$ cat config.mk
export PLATFORM = sky130hd
export DESIGN_NAME = lcg_ranged_random_top
export DESIGN_NICKNAME = d
export VERILOG_FILES = /design/src/rtl/lrr_pkg.sv /design/src/rtl/lrr_cell.sv /design/src/rtl/lrr_divider.sv /design/src/rtl/lcg_ranged_random_top.sv
export SDC_FILE = /design/constraint.sdc
export NUM_CORES = 1
export LEC_CHECK = 0
export BUFFER_PORTS_ARGS = -buffer_cell sky130_fd_sc_hd__buf_4
export CORE_AREA = 2 2 153 267
export DETAILED_ROUTE_END_ITERATION = 8
export DIE_AREA = 0 0 155 269
export PLACE_DENSITY = 0.73
export SLEW_MARGIN = 30
export SYNTH_ARGS = -nofsm -noshare
export SYNTH_HDL_FRONTEND = slang
export SYNTH_SLANG_ARGS = --single-unit
$ cat constraint.sdc
create_clock -name i_clk -period 10.7 [get_ports i_clk]
set_clock_uncertainty 0.15 [all_clocks]
set_input_delay 0 -clock i_clk [delete_from_list [all_inputs] [get_ports i_clk]]
set_output_delay 0 -clock i_clk [all_outputs]
set_load 0.03 [all_outputs]
$ cat src/rtl/lrr_pkg.sv
`timescale 1ns / 1ps
`default_nettype none

package lrr_pkg;

    // Data widths
    localparam int WORD_W = 32;                   // seed, bounds, result
    localparam int DVD_W  = 24;                   // draw bits taken from the seed
    localparam int DRAW_SHIFT = 8;                // seed bits 31:8 form the draw
    localparam int CNT_W  = $clog2(DVD_W + 1);    // remaining-iteration counter
    localparam int ACT_W  = 2;

    // Generator constants
    localparam logic [WORD_W-1:0] LCG_MUL = 32'd214013;
    localparam logic [WORD_W-1:0] LCG_ADD = 32'd2531011;

    // Action codes carried in tuser
    localparam logic [ACT_W-1:0] ACT_SIGNED   = 2'd0;
    localparam logic [ACT_W-1:0] ACT_UNSIGNED = 2'd1;
    localparam logic [ACT_W-1:0] ACT_LOAD     = 2'd2;

    // Sequencer states
    typedef enum logic [1:0] {
        S_IDLE,
        S_LCG,
        S_DIV,
        S_EMIT
    } t_state;

    // Per-cycle control broadcast to every divider cell
    typedef struct packed {
        logic load;   // clear partial remainder, latch divisor slice
        logic step;   // one shift/subtract iteration
        logic take;   // trial subtraction did not borrow: keep the difference
    } t_cell_ctrl;

    // Divider status back to the sequencer
    typedef struct packed {
        logic busy;
        logic done;   // one-cycle pulse, remainder is valid
    } t_div_stat;

endpackage

`default_nettype wire

$ cat src/rtl/lrr_cell.sv
`timescale 1ns / 1ps
`default_nettype none

// One slice of the restoring remainder datapath. Holds CELL_W bits of the
// partial remainder and of the divisor. The top remainder bit moves to the
// upper neighbor each step; the borrow ripples upward within the cycle.
module lrr_cell
    import lrr_pkg::*;
#(
    parameter int CELL_W = 8
) (
    input  wire              i_clk,
    input  t_cell_ctrl       i_ctrl,
    input  wire [CELL_W-1:0] i_div_slice,
    input  wire              i_shift_in,
    input  wire              i_borrow_in,
    output logic             o_shift_out,
    output logic             o_borrow_out,
    output logic [CELL_W-1:0] o_rem
);

    logic [CELL_W-1:0] r_rem;
    logic [CELL_W-1:0] r_div;
    logic [CELL_W-1:0] w_shifted;
    logic [CELL_W:0]   w_sub;

    // Shift in the neighbor's bit, then trial subtract this slice
    always_comb begin
        w_shifted = {r_rem[CELL_W-2:0], i_shift_in};
        w_sub     = {1'b0, w_shifted} - {1'b0, r_div} - {{CELL_W{1'b0}}, i_borrow_in};
    end

    assign o_borrow_out = w_sub[CELL_W];
    assign o_shift_out  = r_rem[CELL_W-1];
    assign o_rem        = r_rem;

    // Slice registers (payload, no reset)
    always_ff @(posedge i_clk) begin
        if (i_ctrl.load) begin
            r_rem <= '0;
            r_div <= i_div_slice;
        end else if (i_ctrl.step) begin
            r_rem <= i_ctrl.take ? w_sub[CELL_W-1:0] : w_shifted;
        end
    end

endmodule

`default_nettype wire

$ cat src/rtl/lrr_divider.sv
`timescale 1ns / 1ps
`default_nettype none

// Remainder unit: a row of lrr_cell slices, one dividend bit per cycle.
module lrr_divider
    import lrr_pkg::*;
#(
    parameter int CELL_W = 8
) (
    input  wire              i_clk,
    input  wire              i_rst_n,
    input  wire              i_start,
    input  wire [DVD_W-1:0]  i_dividend,
    input  wire [WORD_W-1:0] i_divisor,
    output t_div_stat        o_stat,
    output logic [WORD_W-1:0] o_rem
);

    localparam int NCELL = WORD_W / CELL_W;

    logic              r_busy;
    logic              r_done;
    logic [CNT_W-1:0]  r_cnt;
    logic [DVD_W-1:0]  r_dvd;
    logic [NCELL:0]    w_borrow;
    logic [NCELL-1:0]  w_shin;
    t_cell_ctrl        w_ctrl;

    // Control shared by all cells; take comes off the top of the borrow chain
    always_comb begin
        w_ctrl.load = i_start;
        w_ctrl.step = r_busy;
        w_ctrl.take = ~w_borrow[NCELL];
    end

    assign w_borrow[0] = 1'b0;
    assign w_shin[0]   = r_dvd[DVD_W-1];

    // Cell row, lowest slice first
    for (genvar gi = 0; gi < NCELL; gi++) begin : g_cell
        if (gi < NCELL - 1) begin : g_mid
            lrr_cell #(.CELL_W(CELL_W)) u_cell (
                .i_clk        (i_clk),
                .i_ctrl       (w_ctrl),
                .i_div_slice  (i_divisor[gi*CELL_W +: CELL_W]),
                .i_shift_in   (w_shin[gi]),
                .i_borrow_in  (w_borrow[gi]),
                .o_shift_out  (w_shin[gi+1]),
                .o_borrow_out (w_borrow[gi+1]),
                .o_rem        (o_rem[gi*CELL_W +: CELL_W])
            );
        end else begin : g_top
            // remainder stays below 2^24, so the top bit shifted out is always 0
            lrr_cell #(.CELL_W(CELL_W)) u_cell (
                .i_clk        (i_clk),
                .i_ctrl       (w_ctrl),
                .i_div_slice  (i_divisor[gi*CELL_W +: CELL_W]),
                .i_shift_in   (w_shin[gi]),
                .i_borrow_in  (w_borrow[gi]),
                .o_shift_out  (),
                .o_borrow_out (w_borrow[gi+1]),
                .o_rem        (o_rem[gi*CELL_W +: CELL_W])
            );
        end
    end

    // Dividend shift register
    always_ff @(posedge i_clk) begin
        if (i_start) begin
            r_dvd <= i_dividend;
        end else if (r_busy) begin
            r_dvd <= {r_dvd[DVD_W-2:0], 1'b0};
        end
    end

    // Iteration counter and status
    always_ff @(posedge i_clk) begin
        if (!i_rst_n) begin
            r_busy <= 1'b0;
            r_done <= 1'b0;
            r_cnt  <= '0;
        end else begin
            r_done <= r_busy && (r_cnt == CNT_W'(1));
            if (i_start) begin
                r_busy <= 1'b1;
                r_cnt  <= CNT_W'(DVD_W);
            end else if (r_busy) begin
                r_cnt  <= r_cnt - CNT_W'(1);
                if (r_cnt == CNT_W'(1)) begin
                    r_busy <= 1'b0;
                end
            end
        end
    end

    assign o_stat.busy = r_busy;
    assign o_stat.done = r_done;

    // Busy exactly while iterations remain
    a_busy_cnt: assert property (@(posedge i_clk) disable iff (!i_rst_n)
        r_busy == (r_cnt != '0))
        else $error("divider busy flag out of step with counter");

    // Done pulse only follows the last iteration
    a_done_after_busy: assert property (@(posedge i_clk) disable iff (!i_rst_n)
        $rose(r_done) |-> $past(r_busy) && !r_busy)
        else $error("divider done without a finished run");

    // A new run starts only once the previous one has finished
    a_start_idle: assert property (@(posedge i_clk) disable iff (!i_rst_n)
        i_start |-> !r_busy)
        else $error("divider restarted while busy");

endmodule

`default_nettype wire

$ cat src/rtl/lcg_ranged_random_top.sv
`timescale 1ns / 1ps
`default_nettype none

// Channel    Dir  Handshake                      Payload
// s_axis     in   s_axis_tvalid / s_axis_tready  tdata: range_low, range_high, seed_value
//                                                tuser: action
// m_axis     out  m_axis_tvalid / m_axis_tready  tdata: draw_value
//
// A non-empty draw fills the output register after a generator step (S_LCG),
// 24 remainder steps (one dividend bit per cycle through the cell row), the
// divider done flag (S_DIV) and the add of the lower bound (S_EMIT).
// An empty-range draw goes straight to S_EMIT. The input reopens only once the
// result is in the output register; a load or unused action is taken at once.
// A waiting result stalls only the next result; i_rst_n (sync, low) zeroes the seed.
module lcg_ranged_random_top
    import lrr_pkg::*;
#(
    parameter int CELL_W = 8   // slice width of the divider cells, divides 32, 2..32
) (
    input  wire         i_clk,
    input  wire         i_rst_n,
    input  wire         s_axis_tvalid,
    output logic        s_axis_tready,
    input  wire [95:0]  s_axis_tdata,   // [31:0] range_low, [63:32] range_high, [95:64] seed_value
    input  wire [1:0]   s_axis_tuser,   // [1:0] action
    output logic        m_axis_tvalid,
    input  wire         m_axis_tready,
    output logic [31:0] m_axis_tdata    // [31:0] draw_value
);

    t_state             r_state, n_state;
    logic [WORD_W-1:0]  r_seed;
    logic [WORD_W-1:0]  r_low;
    logic [WORD_W-1:0]  r_diff;
    logic               r_empty;
    logic               r_out_valid;
    logic [WORD_W-1:0]  r_out_data;

    logic [ACT_W-1:0]   w_action;
    logic [WORD_W-1:0]  w_in_low;
    logic [WORD_W-1:0]  w_in_high;
    logic [WORD_W-1:0]  w_in_seed;
    logic [WORD_W-1:0]  w_in_diff;
    logic               w_in_empty;
    logic               w_accept;
    logic               w_is_draw;
    logic               w_is_load;
    logic [WORD_W-1:0]  w_lcg_next;
    logic               w_div_start;
    logic               w_out_load;
    logic [WORD_W-1:0]  w_rem;
    t_div_stat          w_div_stat;

    // Input unpacking and range check
    always_comb begin
        w_action   = s_axis_tuser;
        w_in_low   = s_axis_tdata[31:0];
        w_in_high  = s_axis_tdata[63:32];
        w_in_seed  = s_axis_tdata[95:64];
        w_in_diff  = w_in_high - w_in_low;
        w_in_empty = (w_in_diff == '0) ||
                     ((w_action == ACT_SIGNED) && w_in_diff[WORD_W-1]);
        w_is_draw  = (w_action == ACT_SIGNED) || (w_action == ACT_UNSIGNED);
        w_is_load  = (w_action == ACT_LOAD);
    end

    assign w_accept = s_axis_tvalid && s_axis_tready;

    // Generator step, modulo 2^32
    assign w_lcg_next = (r_seed * LCG_MUL) + LCG_ADD;

    // Next state
    always_comb begin
        n_state = r_state;
        unique case (r_state)
            S_IDLE: begin
                if (s_axis_tvalid) begin
                    case (w_action) inside
                        ACT_SIGNED, ACT_UNSIGNED: n_state = w_in_empty ? S_EMIT : S_LCG;
                        default:                  n_state = S_IDLE;
                    endcase
                end
            end
            S_LCG:  n_state = S_DIV;
            S_DIV:  if (w_div_stat.done) n_state = S_EMIT;
            S_EMIT: if (!r_out_valid || m_axis_tready) n_state = S_IDLE;
            default: n_state = S_IDLE;
        endcase
    end

    // State outputs
    always_comb begin
        s_axis_tready = 1'b0;
        w_div_start   = 1'b0;
        w_out_load    = 1'b0;
        unique case (r_state)
            S_IDLE: s_axis_tready = 1'b1;
            S_LCG:  w_div_start   = 1'b1;
            S_DIV:  ;
            S_EMIT: w_out_load    = !r_out_valid || m_axis_tready;
            default: ;
        endcase
    end

    // Remainder unit
    lrr_divider #(.CELL_W(CELL_W)) u_div (
        .i_clk      (i_clk),
        .i_rst_n    (i_rst_n),
        .i_start    (w_div_start),
        .i_dividend (w_lcg_next[DRAW_SHIFT +: DVD_W]),
        .i_divisor  (r_diff),
        .o_stat     (w_div_stat),
        .o_rem      (w_rem)
    );

    // Control and seed
    always_ff @(posedge i_clk) begin
        if (!i_rst_n) begin
            r_state     <= S_IDLE;
            r_seed      <= '0;
            r_out_valid <= 1'b0;
        end else begin
            r_state <= n_state;
            if (w_accept && w_is_load) begin
                r_seed <= w_in_seed;
            end else if (w_div_start) begin
                r_seed <= w_lcg_next;
            end
            if (w_out_load) begin
                r_out_valid <= 1'b1;
            end else if (m_axis_tready) begin
                r_out_valid <= 1'b0;
            end
        end
    end

    // Draw payload
    always_ff @(posedge i_clk) begin
        if (w_accept && w_is_draw) begin
            r_low   <= w_in_low;
            r_diff  <= w_in_diff;
            r_empty <= w_in_empty;
        end
        if (w_out_load) begin
            r_out_data <= r_low + (r_empty ? '0 : w_rem);
        end
    end

    assign m_axis_tvalid = r_out_valid;
    assign m_axis_tdata  = r_out_data;

    // Seed moves only on a load or on a generator step
    a_seed_hold: assert property (@(posedge i_clk) disable iff (!i_rst_n)
        !(w_accept && w_is_load) && (r_state != S_LCG) |=> $stable(r_seed))
        else $error("seed changed outside load or generator step");

    // Divider finishes only while the sequencer waits for it
    a_done_in_div: assert property (@(posedge i_clk) disable iff (!i_rst_n)
        w_div_stat.done |-> (r_state == S_DIV))
        else $error("divider done outside wait state");

    // A load never produces a result
    a_load_no_result: assert property (@(posedge i_clk) disable iff (!i_rst_n)
        (w_accept && w_is_load) |=> (r_state == S_IDLE) && !$rose(m_axis_tvalid))
        else $error("load produced a result");

endmodule

`default_nettype wire
---- Word level (Yosys, flattened, before mapping) ----
Index checks and enable logic that the tools add are counted.
cells by class
  add/subtract/negate cells ............... 11
  $mul .................................... 1
  equality and inequality tests ........... 9
  mux-type cells .......................... 25
  bitwise gates (word level) .............. 1
  reductions and logical operators ........ 18
operators by type and width
  operator                                             count
  two-way mux 32 bit                                   3
  two-way mux 24 bit                                   2
  subtractor 8 x 8 -> 9 bit                            4
  adder 32 x 22 -> 32 bit, second input constant       1
  adder 32 bit                                         1
  zero test 32 bit                                     1
  multiplier 32 x 18 -> 32 bit, second input constant  1
  two-way mux 8 bit                                    4
  subtractor 32 bit                                    1
  subtractor 9 x 1 -> 9 bit                            3
  two-way mux 2 bit                                    5
  two-way mux 5 bit                                    2
  two-way mux 1 bit                                    8
  one-hot mux 2 bit (4 select lines)                   1
  == test 2 bit, second input constant                 3
  nonzero test 2 bit                                   3
  == test 5 x 1 -> 1 bit, second input constant        1
  logical AND 1 bit                                    5
  subtractor 5 x 1 -> 5 bit, second input constant     1
  == test 2 x 1 -> 1 bit, second input constant        2
  zero test 2 bit                                      2
  inequality test 2 bit, second input constant         2
  OR reduction 2 bit                                   2
  logical OR 1 bit                                     3
  4 further kinds                                      4
storage, ports and cells
  flip-flop bits (word level) ............. 227
  bits of input ports ..................... 102
  output and inout port bits .............. 34
  word-level logic and storage cells ...... 85

---- Depth between registers and ports, before layout ----
Gate-level depths: netlist of the first run.
  word-level depth ........................ 7
  depth in mapped cells ................... 45
  depth with buffers taken out ............ 45

---- By module ----
From an unflattened synthesis of the first run, not the netlist that was laid out.
unflattened totals
  cells, all modules ...................... 2,286
  area total of the unflattened synthesis .. 22,177.5 um^2
by module, submodules not included
  module                                       times used  cells an instance  area each (um^2)  sequential area each (um^2)
  lcg_ranged_random_top                        1           1,675              16,164.3          3,613.5
  lrr_cell (u_div.g_cell[0].g_mid.u_cell ...)  3           131                1,167.4           400.4
  lrr_divider                                  1           87                 1,345.0           860.8
  lrr_cell (u_div.g_cell[3].g_top.u_cell)      1           131                1,166.1           400.4

---- Least setup slack after synthesis of the first run ----
Ideal clock, no wire load.
  kind .................................... register to register
  from .................................... register u_div.r_dvd[23]
  to ...................................... register u_div.g_cell[2].g_mid.u_cell.r_rem[3]
  setup time .............................. 0.091 ns
  arrival time ............................ 8.065 ns
  data required time ...................... 10.459 ns
  slack ................................... 2.394 ns
  cell stages (with the launch flop) ...... 46
  buffers on the path ..................... 1
  period minus slack after synthesis ...... 8.306 ns
  cell sequence ........................... edfxtp_1 -> inv_1 -> ha_1 -> fa_1 -> nor2b_1 -> o21ai_0 -> nand2b_1 -> nand2_1 -> nand2_1 -> a21o_1 -> a21o_1 -> a21o_1 -> fa_1 -> inv_1 -> ha_1 -> or2_2 -> fa_1 -> nand2b_1 -> (+10 left out) -> a21oi_1 -> o21bai_1 -> a21oi_1 -> o21bai_1 -> a21oi_1 -> xor2_1 -> fa_1 -> fa_1 -> a21boi_1 -> o21ai_0 -> a21o_1 -> a21oi_1 -> o21ai_1 -> nor3b_2 -> nor2_2 -> clkbuf_1 -> nand2_1 -> a311oi_1
between the ends
  cells in the longest elaborated chain, start to end .. 5
RTL lines
  element                                    line               RTL
  start, declared                            lrr_divider.sv:24  logic [DVD_W-1:0] r_dvd;
  start signal, assigned                     lrr_divider.sv:70  r_dvd <= i_dividend;
  start signal, assigned                     lrr_divider.sv:72  r_dvd <= {r_dvd[DVD_W-2:0], 1'b0};
  subtractor 8 x 8 -> 9 bit *                lrr_cell.sv:30     w_sub = {1'b0, w_shifted} - {1'b0, r_div} - {{CELL_W{1'b0}}, i_borrow_in};
  subtractor 9 x 1 -> 9 bit * (2 in series)  lrr_cell.sv:30
  subtractor 9 x 1 -> 9 bit                  lrr_cell.sv:30
  two-way mux 8 bit *                        lrr_cell.sv:43     r_rem <= i_ctrl.take ? w_sub[CELL_W-1:0] : w_shifted;
  end signal, assigned                       lrr_cell.sv:43
  end, declared                              lrr_cell.sv:22     logic [CELL_W-1:0] r_rem;
Mark *: on every way between the ends. The rest lies on a longest branch, timed or not.
A chain may end at the register's enable or synchronous reset.

---- Final worst setup path of the first run ----
  from .................................... register u_div.r_dvd[23]
  to ...................................... register u_div.g_cell[0].g_mid.u_cell.r_rem[1]
between the ends
  cells in the longest elaborated chain, start to end .. 5
RTL lines
  element                                  line
  subtractor 8 x 8 -> 9 bit *              lrr_cell.sv:30
  subtractor 9 x 1 -> 9 bit (3 in series)  lrr_cell.sv:30
  two-way mux 8 bit *                      lrr_cell.sv:43
  end signal, assigned                     lrr_cell.sv:43
  end, declared                            lrr_cell.sv:22
Marked as above.

==> metrics.json, run 1 <==
{
  "drt": {
    "wire_per_inst_um": 19.80,
    "route.top_layer_used": "met4",
    "met3_wirelength_um": 1955,
    "met2RoutedLength_um": 32510,
    "drt_first_pass_iters": 6,
    "wl_met1_um": 18290,
    "total_length_of_routed_wires_um": 59020,
    "vias": 16900,
    "post-route-drc-count": 0,
    "drc_marker_count_from_the_first_detailed_route_iteration": 926,
    "ant_nets": 0,
    "vias_per_cell": 5.671
  },
  "timing": {
    "min_period_over_period": 0.8838,
    "timing.hold.ws_ps": 36.13,
    "tns_ps": 0,
    "setup_ws_ps": 1244,
    "max-slew-margin-rel": 0.3011,
    "unrepaired_setup_endpoints_after_global_routing": "false",
    "post-route-min-period_ps": 9456,
    "actual_transition_at_the_worst_max_transition_pin_ps": 1048,
    "timing.fmax_mhz": 105.8,
    "finalSetupViolCount": 0,
    "report.final.slew_viol_count": 0,
    "final_hold_viol_count": 0
  },
  "floorplanning": {
    "start_util": 0.5428,
    "die_x_um": 155,
    "io_pins": 136,
    "design.core.area_mm2": 0.03969,
    "num_rows": 97,
    "design.die.area_mm2": 0.04170,
    "dieHeight_um": 269
  },
  "critical_path": {
    "cell_type_with_the_highest_occurrence_count_on_the_critical_path": "fa_1",
    "criticalPathCategory": "register to register",
    "worstPathRequired_ps": 10990,
    "crit_path_max_incr_delay_ps": 500,
    "cp_max_fo": 21,
    "critPathCaptureType": "register",
    "timing.reg2reg.setup_slack_ps": 1240,
    "worstSetupStartpointType": "register",
    "worstPathArrival_ps": 9750,
    "critical_path.slowest_cell": "fa_1"
  },
  "synth": {
    "synthesis.area_mm2": 0.02154,
    "synth_enable_flop_cells": 153,
    "post_synth_mux_area_share": 0.005344,
    "synth_compound_gate_area_share": 0.1529,
    "netlist_top_cells_area": "edfxtp_1 21%, fa_1 19%, ha_1 14%, inv_1 7.9%, dfxtp_1 6.9%",
    "synthesis_warning_total": 0,
    "synth-main-ff-cell": "edfxtp_1",
    "mappedNetlistNets": 2755,
    "synth-simple-area-share": 0.09009,
    "post-synth-top-area-cell": "edfxtp_1",
    "synth_top_family_by_area": "adder cells",
    "post_synth_xor_area_fraction": 0.04920,
    "asyncSetResetFlopFracSynth": 0,
    "post_synth_num_cell_types": 95,
    "synth_area_in_adders": 0.3314,
    "synth_seq_cells": 227,
    "top_area_cell_type_share_of_the_netlist_area": 0.2133,
    "synthesis.instances": 2203,
    "ys_seq_area_frac": 0.2820,
    "avgSynthCellArea_um2": 9.778
  },
  "status": {
    "result_of_the_run": "completed"
  },
  "layout": {
    "layout-drive-gt1-share": 0.09614,
    "post_layout_nonfiller_instances": 2981,
    "final_cell_mix": "456 x inv_1, 248 x ha_1, 201 x fa_1, 153 x edfxtp_1, 145 x buf_4",
    "insertedDiodeCount": 0,
    "layout_commonest_cell": "inv_1",
    "layout.nets": 3020,
    "syn_to_final_growth_pct": 17.44
  },
  "clock_network": {
    "worst_setup_hold_path_clk_slew_ps": 60,
    "clkSinkCount": 227,
    "cts_max_path_buffers": 3,
    "cts_inserted_buffers": 24,
    "cts_tree": "yes",
    "clock_latency_at_the_later_pin_of_the_worst_skew_pair_ps": 550,
    "cts-htree-levels": 1,
    "clock-root-buffer": "clkbuf_16"
  },
  "placed_design": {
    "pre_cts_slack_ps": 1296,
    "gp_congestion": 0.9616,
    "io_buffer_count": 135,
    "post-place-cells": 2796,
    "dpl.hpwl_um": 47210
  },
  "global_routing": {
    "first_global_vias": 18450,
    "overflow": 0,
    "antenna_found_initial": 0,
    "grt_first_pass_wirelength_um": 92930,
    "grt_max_degree": 87,
    "grt_util_all_layers": 0.2888
  },
  "min_path": {
    "min_path_type": "primary input to register"
  },
  "run": {
    "timing.max_cap.violations": 0
  }
}
## cell type report
type                       instances  area [um2]
clock inverter                     8       86.33
timing repair buffer             287        2529
multi-input combinational       1472       13580
sequential                       227        6077
tap                              495       619.3
clock buffer                      36       695.7
inverter                         456        1712
fill                            3201       14390
## worst max-delay path: cells and delay by family (launching register included)
family | cells | cell delay (ps)
AOI/OAI and AO/OA | 20 | 3460
xor gates and xnor gates | 2 | 250
adders and majority gates | 9 | 3210
buffers and inverters | 4 | 630
DFF | 1 | 380
and+or+nand+nor | 11 | 1270
## layer usage
metal	vias to the layer above	global-route usage
met4	0	0.2550
met3	258	0.02668
met5	-	0
met2	549	0.5698
met1	8152	0.2538
li1	7945	-
## synthesized netlist by cell type (all sizes together) (9+ instances only)
master  number
nand4        9
clkbuf      36
o21ai      124
a21oi      139
a21boi      14
xnor2       89
a31oi       15
o21a        25
nor2       130
nand3       23
nand2b      20
nor2b       25
mux2i       10
and2        10
fa         201
dfxtp       74
a211oi      23
nor3        20
a311oi      20
nand2      107
edfxtp     153
and3        11
o211ai      22
a21o        41
xor2        32
buf         12
inv        456
ha         249
## registers in the layout, summed over array words and instances, names as in the netlist
name,cells
r_seed,32
u_div.g_cell.g_top.u_cell.o_rem,8
u_div.r_done,1
m_axis_tdata,32
u_div.g_cell.g_mid.u_cell.o_rem,24
r_diff,32
r_state,2
u_div.r_cnt,5
u_div.r_busy,1
m_axis_tvalid,1
u_div.r_dvd,24
r_low,32
u_div.g_cell.g_top.u_cell.r_div,8
u_div.g_cell.g_mid.u_cell.r_div,24
r_empty,1
## stage by stage
stage	utilization	area [um2]
6_report	0.6375	25300
5_1_grt	0.6375	25300
4_1_cts	0.6367	25270
3_5_place_dp	0.5817	23080
3_3_place_gp	0.5817	23080
2_1_floorplan	-	21540
## worst paths after layout
| kind | from | end | cells past startpoint |
|---|---|---|---|
| setup / recovery | u_div.r_dvd[23]$_DFFE_PP_ | u_div.g_cell[0].g_mid.u_cell.o_rem[1]$_SDFFE_PP0P_ | 46 |
| hold / removal | s_axis_tdata[60] | r_diff[28]$_DFFE_PP_ | 3 |
| setup reg to reg | u_div.r_dvd[23]$_DFFE_PP_ | u_div.g_cell[0].g_mid.u_cell.o_rem[1]$_SDFFE_PP0P_ | 46 |
| hold reg to reg | r_diff[21]$_DFFE_PP_ | u_div.g_cell[2].g_mid.u_cell.r_div[5]$_DFFE_PP_ | 0 |
## what timing repair did
| action | in CTS | in global routing |
|---|---|---|
| buffers inserted | 0 | 0 |
| resized for setup | 0 | 0 |
| hold endpoints to repair | 96 | 0 |
| hold buffers | 140 | 0 |
| endpoints found under the setup margin | 0 | 0 |
## kinds of logic after synthesis
kind of cell / after synthesis
compound gates: 492
xor+xnor: 121
fa+ha+maj: 450
buf+inv: 504
flops: 227
mux: 11
simple gates: 398
Power of run 1 is not shown: default switching activity piles up to over one toggle a cycle in this logic, so the estimate is an artifact.
==> run 2, diff against run 1 <==
--- a/config.mk
+++ b/config.mk
@@ -9,7 +9,8 @@
 export CORE_AREA = 2 2 153 267
 export DETAILED_ROUTE_END_ITERATION = 8
 export DIE_AREA = 0 0 155 269
-export PLACE_DENSITY = 0.73
+export PLACE_DENSITY = 0.76
+export SETUP_SLACK_MARGIN = 0.02
 export SLEW_MARGIN = 30
 export SYNTH_ARGS = -nofsm -noshare
 export SYNTH_HDL_FRONTEND = slang
==> metrics.json, run 2 (synthesis results as in run 1) <==
{
  "min_path": {
    "min_path_type": "primary input to register",
    "hp-start": "s_axis_tdata[11]",
    "timing.hold.worst_path_depth": 2
  },
  "placed_design": {
    "dpl.hpwl_um": 46600,
    "io_buffer_count": 135,
    "gp_congestion": 0.9418
  },
  "critical_path": {
    "critPathCaptureType": "register",
    "endpoint": "u_div.g_cell[3].g_top.u_cell.o_rem[3]$_SDFFE_PP0P_",
    "critical_path.n_buffers_inverters": 4,
    "worstSetupStartpointType": "register",
    "cp_max_fo": 30,
    "category_of_cells_accounting_for_the_largest_share_of_critical_path_delay": "compound AO/OA/AOI/OAI gates",
    "worstPathArrival_ps": 9880,
    "worst_setup_sp": "u_div.r_dvd[23]$_DFFE_PP_",
    "worstPathRequired_ps": 10990,
    "reg2reg_depth": 46,
    "r2r-start": "u_div.r_dvd[23]$_DFFE_PP_",
    "cp_depth": 46,
    "timing.reg2reg.setup_slack_ps": 1100,
    "worstReg2RegEnd": "u_div.g_cell[3].g_top.u_cell.o_rem[3]$_SDFFE_PP0P_",
    "cell_type_with_the_highest_occurrence_count_on_the_critical_path": "fa_1",
    "criticalPathCategory": "register to register",
    "crit_path_max_incr_delay_ps": 510,
    "critical_path.slowest_cell": "fa_1"
  },
  "drt": {
    "drc_marker_count_from_the_first_detailed_route_iteration": 898,
    "drt_first_pass_iters": 5,
    "vias_per_cell": 5.708,
    "vias": 17030,
    "ant_nets": 0,
    "total_length_of_routed_wires_um": 59470,
    "post-route-drc-count": 0,
    "wire_per_inst_um": 19.93
  },
  "timing": {
    "min_period_over_period": 0.8970,
    "finalSetupViolCount": 0,
    "actual_transition_at_the_worst_max_transition_pin_ps": 1065,
    "timing.fmax_mhz": 104.2,
    "report.final.slew_viol_count": 0,
    "max-slew-margin-rel": 0.2900,
    "post-route-min-period_ps": 9597,
    "tns_ps": 0,
    "unrepaired_setup_endpoints_after_global_routing": "false",
    "final_hold_viol_count": 0
  },
  "clock_network": {
    "cts-htree-levels": 1,
    "cts_tree": "yes",
    "clock_latency_at_the_later_pin_of_the_worst_skew_pair_ps": 550,
    "cts_inserted_buffers": 24,
    "clock-root-buffer": "clkbuf_16",
    "postCtsSetupBuffers": 0,
    "cts_max_path_buffers": 3,
    "clkSinkCount": 227,
    "worst_setup_hold_path_clk_slew_ps": 70
  },
  "layout": {
    "filler_cell_count": 3142,
    "layout-drive-gt1-share": 0.09723,
    "layout.nets": 3023,
    "layout_commonest_cell": "inv_1",
    "insertedDiodeCount": 0,
    "syn_to_final_growth_pct": 17.72,
    "final_cell_mix": "456 x inv_1, 248 x ha_1, 201 x fa_1, 153 x edfxtp_1, 146 x buf_4"
  },
  "global_routing": {
    "grt_max_degree": 77,
    "grt_util_all_layers": 0.2905,
    "overflow": 0,
    "grt_first_pass_wirelength_um": 93990,
    "first_global_vias": 18460,
    "antenna_found_initial": 0
  },
  "run": {
    "timing.max_cap.violations": 0
  },
  "floorplanning": {
    "design.die.area_mm2": 0.04170,
    "num_rows": 97,
    "design.core.area_mm2": 0.03969,
    "dieHeight_um": 269,
    "io_pins": 136,
    "die_x_um": 155,
    "start_util": 0.5428
  },
  "status": {
    "result_of_the_run": "completed"
  }
}
run 2: final cells by class:
type | count | area (um2) | share of cell area
multi-input cells | 1472 | 13580 | 0.5355
clock inverters | 11 | 130.1 | 0.005131
inverters | 456 | 1712 | 0.06750
well taps | 495 | 619.3 | 0.02442
flip-flops and latches | 227 | 6077 | 0.2397
clock buffers | 33 | 684.4 | 0.02699
repair buffers | 290 | 2555 | 0.1008
run 2: how the worst min path moves through the flow:
stage / endpoint / slack [ps]
final: r_low[11]$_DFFE_PP_ / 30
after global routing: r_low[11]$_DFFE_PP_ / 20
after CTS: r_low[11]$_DFFE_PP_ / 9
after detailed placement: r_low[11]$_DFFE_PP_ / 40
after global placement: r_low[0]$_DFFE_PP_ / 40
after floorplan: r_low[0]$_DFFE_PP_ / -50
run 2: stage by stage:
step                hold slack [ps]  cells  setup slack [ps]  utilization  area [um2]
finish                        30.98   2984              1103       0.6390       25360
global route                  22.68   2984             300.8       0.6390       25360
CTS                           9.101   2983              1098       0.6383       25330
detailed placement            42.34   2796              1109       0.5817       23080
global placement              41.45   2796              1561       0.5817       23080
floorplan                    -51.13   2203              2394            -       21540
run 2: worst register-to-register path, delay by kind of cell, from the launching register on:
family | cells | cell delay, ps
adders and majority gates | 9 | 3220
DFF | 1 | 390
xor gates and xnor gates | 2 | 260
buffers and inverters | 4 | 730
and+or+nand+nor | 12 | 1460
AOI/OAI and AO/OA | 19 | 3250
run 2: routing by layer:
metal | part of all wire | wire length (um) | vias up | track usage
met5 | 0 | 0 | - | 0
met4 | 0.094 | 5565 | 0 | 0.2365
met3 | 0.034 | 1997 | 253 | 0.02459
met2 | 0.56 | 33420 | 553 | 0.5792
met1 | 0.31 | 18490 | 8288 | 0.2602
li1 | - | - | 7939 | -
run 2: repair_timing:
item | 4_1_cts | 5_1_grt
endpoints found under the hold margin | 97 | 0
resized for setup | 0 | 0
hold buffers | 143 | 0
Power of run 2 is left out for the same reason.
==> run 3, diff against run 2 <==
--- a/config.mk
+++ b/config.mk
@@ -6,10 +6,10 @@
 export NUM_CORES = 1
 export LEC_CHECK = 0
 export BUFFER_PORTS_ARGS = -buffer_cell sky130_fd_sc_hd__buf_4
-export CORE_AREA = 2 2 153 267
+export CORE_AREA = 2 2 206 360
 export DETAILED_ROUTE_END_ITERATION = 8
-export DIE_AREA = 0 0 155 269
-export PLACE_DENSITY = 0.76
+export DIE_AREA = 0 0 208 362
+export PLACE_DENSITY = 0.48
 export SETUP_SLACK_MARGIN = 0.02
 export SLEW_MARGIN = 30
 export SYNTH_ARGS = -nofsm -noshare
==> metrics.json, run 3 (synthesis results as in run 1) <==
{
  "critical_path": {
    "critical_path.slowest_cell": "fa_1",
    "critPathCaptureType": "register",
    "cell_type_with_the_highest_occurrence_count_on_the_critical_path": "fa_1",
    "criticalPathCategory": "register to register",
    "worstPathArrival_ps": 9720,
    "cp_max_fo": 28,
    "worstSetupStartpointType": "register",
    "worstPathRequired_ps": 10990,
    "r2r-start": "u_div.r_dvd[23]$_DFFE_PP_",
    "worst_setup_sp": "u_div.r_dvd[23]$_DFFE_PP_",
    "crit_path_max_incr_delay_ps": 520
  },
  "drt": {
    "vias_per_cell": 4.791,
    "vias": 16630,
    "drt_first_pass_iters": 5,
    "post-route-drc-count": 0,
    "wire_per_inst_um": 17.79,
    "ant_nets": 0,
    "drc_marker_count_from_the_first_detailed_route_iteration": 839,
    "total_length_of_routed_wires_um": 61770
  },
  "timing": {
    "tns_ps": 0,
    "min_period_over_period": 0.8815,
    "report.final.slew_viol_count": 0,
    "max-slew-margin-rel": 0.4401,
    "finalSetupViolCount": 0,
    "actual_transition_at_the_worst_max_transition_pin_ps": 839.9,
    "unrepaired_setup_endpoints_after_global_routing": "false",
    "final_hold_viol_count": 0,
    "timing.fmax_mhz": 106.0,
    "post-route-min-period_ps": 9433
  },
  "layout": {
    "layout-drive-gt1-share": 0.1004,
    "layout_commonest_cell": "inv_1",
    "filler_cell_count": 7318,
    "insertedDiodeCount": 0,
    "layout.nets": 3071,
    "syn_to_final_growth_pct": 22.83,
    "final_cell_mix": "456 x inv_1, 248 x ha_1, 201 x fa_1, 185 x dlygate4sd3_1, 153 x edfxtp_1"
  },
  "clock_network": {
    "cts_inserted_buffers": 28,
    "clkSinkCount": 227,
    "clock-root-buffer": "clkbuf_16",
    "clock_latency_at_the_later_pin_of_the_worst_skew_pair_ps": 590,
    "postCtsSetupBuffers": 0,
    "cts-resized-gates": 0,
    "cts-htree-levels": 1,
    "worst_setup_hold_path_clk_slew_ps": 70,
    "cts_max_path_buffers": 3,
    "cts_tree": "yes"
  },
  "floorplanning": {
    "start_util": 0.2973,
    "die_x_um": 208,
    "design.core.area_mm2": 0.07245,
    "dieHeight_um": 362,
    "num_rows": 131,
    "design.die.area_mm2": 0.07530,
    "io_pins": 136
  },
  "placed_design": {
    "io_buffer_count": 135,
    "dpl.hpwl_um": 49350,
    "gp_congestion": 0.8346
  },
  "global_routing": {
    "grt_max_degree": 75,
    "overflow": 0,
    "first_global_vias": 18120,
    "antenna_found_initial": 1,
    "grt_util_all_layers": 0.1656,
    "grt_first_pass_wirelength_um": 97840
  },
  "min_path": {
    "min_path_type": "primary input to register",
    "hp-start": "s_axis_tdata[54]"
  },
  "run": {
    "timing.max_cap.violations": 0
  },
  "status": {
    "result_of_the_run": "completed"
  }
}
-- run 3: per-layer routing --
| metal | wire [um] | track usage | share of wire |
|---|---|---|---|
| met1 | 21850 | 0.1639 | 0.35 |
| met2 | 34840 | 0.3357 | 0.56 |
| met3 | 1780 | 0.01567 | 0.029 |
| met4 | 3303 | 0.08316 | 0.053 |
| met5 | 0 | 0 | 0 |
-- run 3: stage by stage --
step           hold slack (ps)    util  std cells  setup slack [ps]  area, um2
3_5_place_dp             40.21  0.3267       3234              1284      23670
6_report                 44.46  0.3652       3472              1267      26460
3_3_place_gp             41.01  0.3263       3233              1456      23640
4_1_cts                  2.549  0.3649       3471              1254      26440
2_1_floorplan           -51.13       -       2203              2394      21540
5_1_grt                  52.77  0.3652       3472             468.2      26460
-- run 3: worst max-delay path, delay by kind of cell (launching register included) --
kind | cells | cell delay [ps]
xor+xnor | 2 | 260
flops | 1 | 390
compound gates | 19 | 2840
simple gates | 11 | 1440
mux | 1 | 250
buf+inv | 4 | 710
fa+ha+maj | 9 | 3200
-- run 3: area by class of cell --
cell class	instances	area [um2]	area share
multi-input combinational	1472	13590	0.5135
sequential	227	6077	0.2297
timing repair buffer	334	3003	0.1135
inverter	456	1712	0.06469
tap	931	1165	0.04403
clock buffer	36	803.3	0.03036
clock inverter	16	112.6	0.004256
-- run 3: timing repair --
| item | CTS | global route |
|---|---|---|
| endpoints found under the hold margin | 98 | 0 |
| endpoints found under the setup margin | 0 | 0 |
| hold buffers | 185 | 0 |
-- run 3: final timing paths --
check	endpoint	slack [ps]	cells past startpoint
max reg2reg	u_div.g_cell[0].g_mid.u_cell.o_rem[6]$_SDFFE_PP0P_	1270	46
min reg2reg	u_div.g_cell[1].g_mid.u_cell.r_div[7]$_DFFE_PP_	260	0
min	r_diff[22]$_DFFE_PP_	40	3
max	u_div.g_cell[0].g_mid.u_cell.o_rem[6]$_SDFFE_PP0P_	1270	46
Power of run 3 is left out for the same reason.
